[src/quad_channel_quadrature_decoder_macros.svh]
// Assertion helpers; both sample on clk and stay quiet while arst_n is low.
`ifndef QUAD_CHANNEL_QUADRATURE_DECODER_MACROS_SVH
`define QUAD_CHANNEL_QUADRATURE_DECODER_MACROS_SVH

// Same-cycle implication.
`define QCQD_ASSERT_NOW(lbl, ante, cons, msg) \
	lbl: assert property (@(posedge clk) disable iff (!arst_n) (ante) |-> (cons)) \
		else $error(msg);

// Next-cycle implication.
`define QCQD_ASSERT_NEXT(lbl, ante, cons, msg) \
	lbl: assert property (@(posedge clk) disable iff (!arst_n) (ante) |=> (cons)) \
		else $error(msg);

`endif

[src/qcqd_pkg.sv]
package qcqd_pkg;

	localparam int unsigned NUM_CHANNELS = 4;
	localparam int unsigned PAIR_W       = 2;
	localparam int unsigned CNT_W        = 32;
	localparam int unsigned MASK_W       = 4;
	localparam logic [MASK_W-1:0] MASK_RESET = 4'd12;

	typedef enum logic [1:0] {
		OP_SAMPLE   = 2'd0,
		OP_START    = 2'd1,
		OP_CLR_POS  = 2'd2,
		OP_CLR_DIAG = 2'd3
	} op_t;

	typedef enum logic [1:0] {
		STEP_NONE,
		STEP_UP,
		STEP_DOWN,
		STEP_BAD
	} step_t;

	// Indexed by {previous pair, current pair}; pair is {A, B}.
	localparam step_t STEP_TABLE [16] = '{
		STEP_NONE, STEP_DOWN, STEP_UP,   STEP_BAD,
		STEP_UP,   STEP_NONE, STEP_BAD,  STEP_DOWN,
		STEP_DOWN, STEP_BAD,  STEP_NONE, STEP_UP,
		STEP_BAD,  STEP_UP,   STEP_DOWN, STEP_NONE
	};

	typedef struct packed {
		logic [1:0]        opcode;
		logic [PAIR_W-1:0] phase_pair_ch0;
		logic [PAIR_W-1:0] phase_pair_ch1;
		logic [PAIR_W-1:0] phase_pair_ch2;
		logic [PAIR_W-1:0] phase_pair_ch3;
	} item_t;

	typedef struct packed {
		logic signed [CNT_W-1:0] position_ch0;
		logic signed [CNT_W-1:0] position_ch1;
		logic signed [CNT_W-1:0] position_ch2;
		logic signed [CNT_W-1:0] position_ch3;
		logic [CNT_W-1:0]        legal_steps_ch0;
		logic [CNT_W-1:0]        legal_steps_ch1;
		logic [CNT_W-1:0]        legal_steps_ch2;
		logic [CNT_W-1:0]        legal_steps_ch3;
		logic [CNT_W-1:0]        bad_steps_ch0;
		logic [CNT_W-1:0]        bad_steps_ch1;
		logic [CNT_W-1:0]        bad_steps_ch2;
		logic [CNT_W-1:0]        bad_steps_ch3;
	} result_t;

	// Control strobes shared by all channels, already qualified by the stage advancing.
	typedef struct packed {
		logic decode;
		logic capture;
		logic clr_pos;
		logic clr_diag;
	} chan_ctl_t;

	typedef struct packed {
		logic signed [CNT_W-1:0] position;
		logic [CNT_W-1:0]        legal;
		logic [CNT_W-1:0]        bad;
	} chan_cnt_t;

endpackage

[src/qcqd_if.sv]
interface qcqd_item_if;
	import qcqd_pkg::*;
	logic  valid;
	logic  ready;
	item_t payload;
	modport source(output valid, output payload, input ready);
	modport sink(input valid, input payload, output ready);
endinterface

interface qcqd_result_if;
	import qcqd_pkg::*;
	logic    valid;
	logic    ready;
	result_t payload;
	modport source(output valid, output payload, input ready);
	modport sink(input valid, input payload, output ready);
endinterface

[src/quad_channel_quadrature_decoder.sv]
// Channel   Dir   Payload                                   Transfer
// item      in    opcode, phase_pair_ch0..ch3                valid & ready
// result    out   position/legal_steps/bad_steps ch0..ch3    valid & ready
// wr_en     in    direction_invert_mask on wr_data           wr_en high
//
// One item per cycle while the result is not stalled; each passes the item register, then the result register.
// Item register feeds four channel decoders, whose outputs load the result register.
// A stalled result holds; the item register still takes one more item behind it.
// arst_n clears counters, baselines and the running flag; the mask resets to 12.
`include "quad_channel_quadrature_decoder_macros.svh"

module quad_channel_quadrature_decoder #(
	parameter int unsigned CHANNELS = qcqd_pkg::NUM_CHANNELS
) (
	input  logic                          clk,
	input  logic                          arst_n,
	input  logic                          wr_en,
	input  logic [qcqd_pkg::MASK_W-1:0]   wr_data,
	qcqd_item_if.sink                     item,
	qcqd_result_if.source                 result
);
	import qcqd_pkg::*;

	logic [MASK_W-1:0] mask_q;
	logic              running_q;
	logic              valid_s1;
	item_t             item_s1;
	logic              res_valid_q;
	result_t           res_q;
	logic              advance;
	op_t               op;
	chan_ctl_t         ctl;
	logic [PAIR_W-1:0] pair [NUM_CHANNELS];
	chan_cnt_t         nxt [NUM_CHANNELS];

	assign advance    = valid_s1 && (!res_valid_q || result.ready);
	assign item.ready = !valid_s1 || advance;
	assign op         = op_t'(item_s1.opcode);

	assign ctl.decode   = advance && (op == OP_SAMPLE) && running_q;
	assign ctl.capture  = advance && (op == OP_START) && !running_q;
	assign ctl.clr_pos  = advance && (op == OP_CLR_POS);
	assign ctl.clr_diag = advance && (op == OP_CLR_DIAG);

	assign pair[0] = item_s1.phase_pair_ch0;
	assign pair[1] = item_s1.phase_pair_ch1;
	assign pair[2] = item_s1.phase_pair_ch2;
	assign pair[3] = item_s1.phase_pair_ch3;

	for (genvar c = 0; c < NUM_CHANNELS; c++) begin : g_chan
		if (c < CHANNELS) begin : g_live
			qcqd_chan u_chan (
				.clk    (clk),
				.arst_n (arst_n),
				.ctl    (ctl),
				.invert (mask_q[c]),
				.pair   (pair[c]),
				.nxt    (nxt[c])
			);
		end else begin : g_off
			assign nxt[c] = '0;
		end
	end

	always_ff @(posedge clk or negedge arst_n) begin
		if (!arst_n) begin
			mask_q      <= MASK_RESET;
			running_q   <= 1'b0;
			valid_s1    <= 1'b0;
			res_valid_q <= 1'b0;
		end else begin
			if (wr_en) begin
				mask_q <= wr_data;
			end
			if (ctl.capture) begin
				running_q <= 1'b1;
			end
			if (item.valid && item.ready) begin
				valid_s1 <= 1'b1;
			end else if (advance) begin
				valid_s1 <= 1'b0;
			end
			if (advance) begin
				res_valid_q <= 1'b1;
			end else if (result.ready) begin
				res_valid_q <= 1'b0;
			end
		end
	end

	always_ff @(posedge clk) begin
		if (item.valid && item.ready) begin
			item_s1 <= item.payload;
		end
		if (advance) begin
			res_q.position_ch0    <= nxt[0].position;
			res_q.position_ch1    <= nxt[1].position;
			res_q.position_ch2    <= nxt[2].position;
			res_q.position_ch3    <= nxt[3].position;
			res_q.legal_steps_ch0 <= nxt[0].legal;
			res_q.legal_steps_ch1 <= nxt[1].legal;
			res_q.legal_steps_ch2 <= nxt[2].legal;
			res_q.legal_steps_ch3 <= nxt[3].legal;
			res_q.bad_steps_ch0   <= nxt[0].bad;
			res_q.bad_steps_ch1   <= nxt[1].bad;
			res_q.bad_steps_ch2   <= nxt[2].bad;
			res_q.bad_steps_ch3   <= nxt[3].bad;
		end
	end

	assign result.valid   = res_valid_q;
	assign result.payload = res_q;

	`QCQD_ASSERT_NEXT(a_running_sticky, running_q, running_q, "running flag dropped")
	`QCQD_ASSERT_NEXT(a_advance_shows, advance, res_valid_q, "advanced item not shown")
	`QCQD_ASSERT_NOW(a_ready_only_full, !item.ready,
		valid_s1 && res_valid_q && !result.ready, "input stalled without backpressure")
	`QCQD_ASSERT_NEXT(a_clear_pos, ctl.clr_pos,
		(res_q.position_ch0 == '0) && (res_q.position_ch3 == '0), "position clear missed")

endmodule

[src/qcqd_chan.sv]
module qcqd_chan (
	input  logic                           clk,
	input  logic                           arst_n,
	input  qcqd_pkg::chan_ctl_t            ctl,
	input  logic                           invert,
	input  logic [qcqd_pkg::PAIR_W-1:0]    pair,
	output qcqd_pkg::chan_cnt_t            nxt
);
	import qcqd_pkg::*;

	logic [PAIR_W-1:0] last_q;
	chan_cnt_t         cnt_q;
	step_t             step;
	logic              legal;
	logic              forward;

	assign step    = STEP_TABLE[{last_q, pair}];
	assign legal   = (step == STEP_UP) || (step == STEP_DOWN);
	assign forward = (step == STEP_UP) ^ invert;

	always_comb begin
		nxt = cnt_q;
		if (ctl.decode && legal) begin
			nxt.legal    = cnt_q.legal + CNT_W'(1);
			nxt.position = forward ? cnt_q.position + CNT_W'(1)
				: cnt_q.position - CNT_W'(1);
		end
		if (ctl.decode && (step == STEP_BAD)) begin
			nxt.bad = cnt_q.bad + CNT_W'(1);
		end
		if (ctl.clr_pos) begin
			nxt.position = '0;
		end
		if (ctl.clr_diag) begin
			nxt.legal = '0;
			nxt.bad   = '0;
		end
	end

	always_ff @(posedge clk or negedge arst_n) begin
		if (!arst_n) begin
			last_q <= '0;
			cnt_q  <= '0;
		end else begin
			cnt_q <= nxt;
			if (ctl.decode || ctl.capture) begin
				last_q <= pair;
			end
		end
	end

endmodule
[src/flat_wrapper.sv]
// flat-port wrapper written by rule: the top's interface ports become plain ports
module quad_channel_quadrature_decoder_flat import qcqd_pkg::*;
#(
	parameter int unsigned CHANNELS = qcqd_pkg::NUM_CHANNELS
)
  (clk, arst_n, wr_en, wr_data, item_valid, item_payload, item_ready, result_valid, result_payload, result_ready);
  qcqd_item_if item_i ();
  qcqd_result_if result_i ();
  input  logic clk;
  input  logic arst_n;
  input  logic wr_en;
  input  logic [qcqd_pkg::MASK_W-1:0] wr_data;
  input wire logic [$bits(item_i.valid)-1:0] item_valid;
  input wire logic [$bits(item_i.payload)-1:0] item_payload;
  output wire logic [$bits(item_i.ready)-1:0] item_ready;
  output wire logic [$bits(result_i.valid)-1:0] result_valid;
  output wire logic [$bits(result_i.payload)-1:0] result_payload;
  input wire logic [$bits(result_i.ready)-1:0] result_ready;
  assign item_i.valid = item_valid;
  assign item_i.payload = item_payload;
  assign item_ready = item_i.ready;
  assign result_valid = result_i.valid;
  assign result_payload = result_i.payload;
  assign result_i.ready = result_ready;
  quad_channel_quadrature_decoder #(.CHANNELS(CHANNELS)) u_core (.clk(clk), .arst_n(arst_n), .wr_en(wr_en), .wr_data(wr_data), .item(item_i), .result(result_i));
endmodule
[config.mk]
export PLATFORM = sky130hd
export DESIGN_NAME = quad_channel_quadrature_decoder_flat
export DESIGN_NICKNAME = d
export VERILOG_FILES = /design/src/qcqd_pkg.sv /design/src/qcqd_if.sv /design/src/quad_channel_quadrature_decoder.sv /design/src/qcqd_chan.sv /design/src/flat_wrapper.sv
export VERILOG_INCLUDE_DIRS = /design/src /design/src/src
export SDC_FILE = /design/constraint.sdc
export NUM_CORES = 1
export LEC_CHECK = 0
export ABC_AREA = 1
export BUFFER_PORTS_ARGS = -buffer_cell sky130_fd_sc_hd__buf_2
export CORE_AREA = 2 2 371 373
export DETAILED_ROUTE_END_ITERATION = 6
export DIE_AREA = 0 0 373 375
export PLACE_DENSITY = 0.5
export SYNTH_ARGS = -nofsm -noshare
export SYNTH_HDL_FRONTEND = slang
export SYNTH_HIERARCHICAL = 1
export SYNTH_SLANG_ARGS = --single-unit
[constraint.sdc]
create_clock -name clk -period 21.3 [get_ports clk]
set_input_delay 6.39 -clock clk [delete_from_list [all_inputs] [get_ports clk]]
set_output_delay 6.39 -clock clk [all_outputs]
set_load 0.01 [all_outputs]
# Word-level counts from Yosys, hierarchy flattened
# Memories as Yosys holds them, arrays and structs flattened.
# Cells that the tools add are included.
# Widths: inputs -> output; s select.
word_totals:
  memories: 4
  ff_bits: 793
  elab_cells: 145
  romBits: 128
  out_inout_bits: 386
op_classes:
  order_cmp: 4
  add_sub_neg: 16
  eq_ne: 15
  reduce_logical: 29
  n_mux: 32
  n_bitwise: 8
memory_table:
  columns: ["memory", "depth", "word_bits", "read_ports", "rd_clocked_by_memory_dff", "wr", "line_no", "rtl"]
  rows:
  - ["(name not given)", 16, 2, 1, 0, 0, "qcqd_chan.sv:17", "assign step = STEP_TABLE[{last_q, pair}];"]
  - ["(name not given)", 16, 2, 1, 0, 0, "qcqd_chan.sv:17", null]
  - ["(name not given)", 16, 2, 1, 0, 0, "qcqd_chan.sv:17", null]
  - ["(name not given)", 16, 2, 1, 0, 0, "qcqd_chan.sv:17", null]
ops:
  columns: ["cell", "n"]
  rows:
  - ["$mux 64", 8]
  - ["$mux 32", 12]
  - ["$add 32x1->32 const B", 8]
  - ["$add 32x2->32 const B", 4]
  - ["$sub 32x2->32 const B", 4]
  - ["$eq 2x2->1 const B", 10]
  - ["$ge 5x5->1 const B", 4]
  - ["$not 4->5", 4]
  - ["$logic_and 1x1->1", 16]
  - ["$mux 2", 8]
  - ["$eq 2x1->1 const B", 5]
  - ["$logic_or 1x1->1", 7]
  - ["$mux 1", 4]
  - ["$reduce_bool 2->1", 2]
  - ["$xor 1x1->1", 4]
  - ["$logic_not 1->1", 3]
  - ["$logic_not 2->1", 1]

# Logic depth before layout (Yosys ltp)
logic_depth:
  ltp_word: 9
  ltp_mapped: 25
  mapped_depth_nobuf: 24

# Cells and area by module
# The synthesis kept the hierarchy.
by_module_without_submodules:
  columns: ["mod", "seq_area_each_um2", "area_per_inst_um2", "n_inst", "cells_per_inst"]
  rows:
  - ["qcqd_chan at u_core.g_chan[1].g_live.u_chan ...", 2452.4, 7110.6, 2, 1075]
  - ["quad_channel_quadrature_decoder", 12009.0, 12167.9, 1, 436]
  - ["qcqd_chan at u_core.g_chan[3].g_live.u_chan", 2452.4, 7091.8, 1, 1081]
  - ["qcqd_chan at u_core.g_chan[0].g_live.u_chan", 2452.4, 7039.3, 1, 1077]

# Worst setup path before layout
# Ideal clock, no wire load.
synth_path:
  kind: "input to register"
  start: "input result_ready"
  end: "register u_core.res_q, in the netlist u_core/result.payload[0], enable pin"
  path_slack_ns: 6.549
  arrival_ns: 14.018
  path_buffers: 0
  cell_stages: 4
  cell_sequence: "inv_1 > nand2_2 > nand2_2 > inv_1"
synth_between:
  elab_chain_len: 2
synth_rtl:
  columns: ["element", "line_no", "rtl"]
  rows:
  - ["start, declared", "flat_wrapper.sv:18", "input wire logic [$bits(result_i.ready)-1:0] result_ready;"]
  - ["$logic_or 1x1->1", "quad_channel_quadrature_decoder.sv:36", "assign advance = valid_s1 && (!res_valid_q || result.ready);"]
  - ["$logic_and 1x1->1", "quad_channel_quadrature_decoder.sv:36", null]
  - ["net u_core.advance", "quad_channel_quadrature_decoder.sv:30", "logic advance;"]
  - ["end, declared", "quad_channel_quadrature_decoder.sv:29", "result_t res_q;"]
# The timed path passes the listed nets, and every way through them passes these cells.
# A chain may end at the register's enable or synchronous reset.

# Final worst setup path
layout_path:
  start: "input result_ready"
  end: "output item_ready"
layout_between:
  elab_chain_len: 3
layout_rtl:
  columns: ["element", "line_no", "rtl"]
  rows:
  - ["$logic_or 1x1->1", "quad_channel_quadrature_decoder.sv:36", null]
  - ["$logic_and 1x1->1", "quad_channel_quadrature_decoder.sv:36", null]
  - ["$logic_or 1x1->1", "quad_channel_quadrature_decoder.sv:37", "assign item.ready = !valid_s1 || advance;"]
  - ["end, declared", "flat_wrapper.sv:15", "output wire logic [$bits(item_i.ready)-1:0] item_ready;"]
# Every way passes these cells.

==> results by group <==
Status
  • Status: finished, final reports clean

Global route
  • Global Route Usage Sum: 17.3%
  • Largest net degree at the start of global routing: 115
  • Vias in the first global route: 31900
  • Global-route wire length before repair: 189000 um
  • Total grt overflow: 0
  • Antenna violations before repair: 6

Route
  • Vias: 33000
  • WL/cell: 17.5 um
  • Drt via density: 4.68
  • DRT antenna net count: 0
  • Total wire length: 123000 um
  • Metal1 wirelength: 55800 um
  • Initial drt markers: 2374
  • TritonRoute pass-1 iters: 6
  • Metal3 WL: 8830 um
  • Top sig layer: met5
  • Routed wl met2: 55500 um
  • DRC viols: 0

Yosys
  • Cells after synthesis: 4744
  • Syn Nets: 4783
  • Seq/Total Area, Yosys: 53.8%
  • Syn avg cell area: 8.54 um2
  • Mapped Area: 40500 um2
  • Yosys reg bits: 793
  • Syn. warnings: 6
  • Synth cell types: 51

Clocking
  • Clock buffer depth: 3
  • Cts hold-fix bufs: 0
  • Post-CTS Setup Bufs: 0
  • H-Tree Depth: 3
  • CTS tree: built
  • Clock transition at the registers of the reported paths: 0.06 ns
  • Clock Latency Late Sink: 0.70 ns
  • Root Driver: clkbuf_16
  • PostCTS Resize Cnt: 0
  • Cts bufs inserted: 94
  • CTS Sinks: 793

Final layout
  • Number of nets in the final layout: 5209
  • Register area: 21800 um2
  • Syn-to-layout area delta: 17.9%
  • Area of the multi-input gates: 15600 um2
  • Fillers: 14100
  • Final Non-Filler Cells: 7047
  • Share of cells above drive strength 1: 15.2%

Setup path
  • Crit path capture type: output port
  • Maximum fanout along the worst path: 3
  • CP startpoint: result_ready
  • Worst Path Arrival: 6.83 ns
  • Worst R2R End: u_core/result.payload[222]
  • CP Data Required Time: 14.91 ns
  • Critical path endpoint: item_ready
  • WS Path Type: in2out
  • Kind of start point of the critical path: input port
  • R2R setup slack: 17.45 ns
  • Worst reg2reg startpoint: u_core/result.valid
  • Cells on worst reg2reg path: 14

Power
  • Leakage: 21.4 nW
  • Max VDD drop: 0.0000596 V
  • Pwr/cell area: 128 nW/um2

Floorplan
  • Core Region: 136000 um2
  • Die Span Y: 375 um
  • DIE AREA: 140000 um2
  • Num ports: 405
  • Cell row count: 136
  • Chip width: 373 um
  • Initial Util: 29.7%

Timing
  • Tcrit/Tclk final: 62.1%
  • RSZ-0062 raised after global routing: no
  • Worst-Margin Slew: 1.11 ns
  • Setup ws final: 8.08 ns
  • Slew Viols, Final: 0
  • Slew headroom: 25.9%
  • Final Hold Viols: 0
  • Layout Skew: 0.0348 ns
  • Highest clock rate: 75.6 MHz
  • Tightest hold margin: 0.485 ns
  • Final setup fails: 0
  • Min cycle time layout: 13.22 ns
  • Final setup TNS: 0 ns

Placed design
  • Pre-CTS WS: 8.07 ns
  • Port Buffer Count: 404
  • Final GP Congestion: 0.912
  • Post-detail-place hpwl: 89600 um
  • DP Cell Count: 6868

Flow run
  • MaxCap Viol Count: 0

Min path
  • Startpoint of the worst hold path: u_core/g_chan[0].g_live.u_chan/cnt_q[29]
  • Hold/Removal Path Class: reg2reg
## kinds of logic after synthesis
group	count (synthesis)	synth area share, %
AO/OA/AOI/OAI	635	9.21
XOR/XNOR	134	3.01
adder cells (fa/ha/maj)	20	0.618
buffers and inverters	779	7.63
flip-flops	793	53.8
AND/OR/NAND/NOR	2383	25.7
## cells in the final DEF, fill, tap and decap left out, types with 14 or more instances in the layout
cell,instances
ha_1,20
a21oi_1,270
inv_2,19
nand3_1,243
nor2_1,530
clkbuf_1,21
buf_4,24
clkbuf_16,97
nor3_2,21
a211oi_1,14
nor2_2,42
dfrtp_1,397
inv_1,659
a41oi_1,84
nand4_1,59
nor2_4,19
nor4_1,33
nor3_1,113
nand2_1,1192
xnor2_1,30
nand2_2,82
buf_2,403
xor2_1,98
edfxtp_1,394
o21ai_0,188
## flip-flops by register name (all words and copies together), names as in the netlist
register / flops
u_core/g_chan.g_live.u_chan/cnt_q: 384
u_core/result.payload: 384
u_core/g_chan.g_live.u_chan/last_q: 8
u_core/item_s1: 8
u_core/mask_q: 4
u_core/op: 2
u_core/result.valid: 1
u_core/running_q: 1
u_core/valid_s1: 1
## final cells by class
| type | instances | share of cell area, % |
|---|---|---|
| clock inverter | 47 | 1.28 |
| sequential | 793 | 45.7 |
| multi-input combinational | 3172 | 32.7 |
| antenna | 1 | 0.00524 |
| timing repair buffer | 429 | 4.67 |
| clock buffer | 131 | 5.62 |
| inverter | 680 | 5.36 |
| tap | 1794 | 4.70 |
## synth_stat cells, drive strengths merged
cell type,instances,area [um2]
nand3,249,1280
o31ai,9,67.6
edfxtp,394,11800
a221oi,1,8.76
a41oi,84,736
o21a,13,97.6
nor2,591,2450
dfstp,2,52.6
xnor2,30,263
a21oi,273,1380
o21bai,16,131
and3b,2,17.5
and2,4,25.0
a211oi,14,105
or2,2,12.5
nor3b,14,120
buf,41,322
nor4,33,206
nand3b,2,15.0
o211ai,10,75.1
nand2,1282,5070
clkinv,1,3.75
nand4,59,369
and2b,2,15.0
a31oi,4,25.0
o41ai,11,96.3
dfrtp,397,9930
ha,20,250
o21ai,197,986
o21ba,1,10.0
a21o,2,15.0
clkbuf,58,218
xor2,104,956
and3,9,56.3
nor3,134,776
inv,679,2550
## metal layers
layer	global-route usage, %	up-vias
li1	-	16500
met1	22.8	15600
met2	27.5	747
met3	4.90	154
met4	5.71	4
met5	0	-
## through the flow
stage               total power [mW]  util [%]  instance area, um2
finish                          6.11      35.1               47800
global route                    6.57      35.1               47800
CTS                             6.19      35.1               47800
detailed placement              4.44      32.6               44500
global placement                4.43      32.6               44500
floorplan                       3.78         -               40500
## report_power, final
| part | switching [mW] | internal (mW) |
|---|---|---|
| combinational | 1.62 | 0.680 |
| sequential | 0.174 | 1.94 |
| clock | 0.681 | 1.01 |
## critical path: stages
cell and delay [ns]:
buf_2 0.10, inv_1 0.09, nand3_2 0.09, buf_2 0.15
## worst min path at each step
stage,end,slack (ns),cells past startpoint
final,u_core/g_chan[0].g_live.u_chan/cnt_q[29],0.49,1
after global routing,u_core/mask_q[2],0.52,2
after CTS,u_core/g_chan[0].g_live.u_chan/cnt_q[29],0.49,1
after detailed placement,u_core/running_q,0.48,2
after global placement,u_core/running_q,0.47,2
after floorplan,u_core/g_chan[0].g_live.u_chan/cnt_q[29],0.45,1
Power figures use the tool's default switching activity.
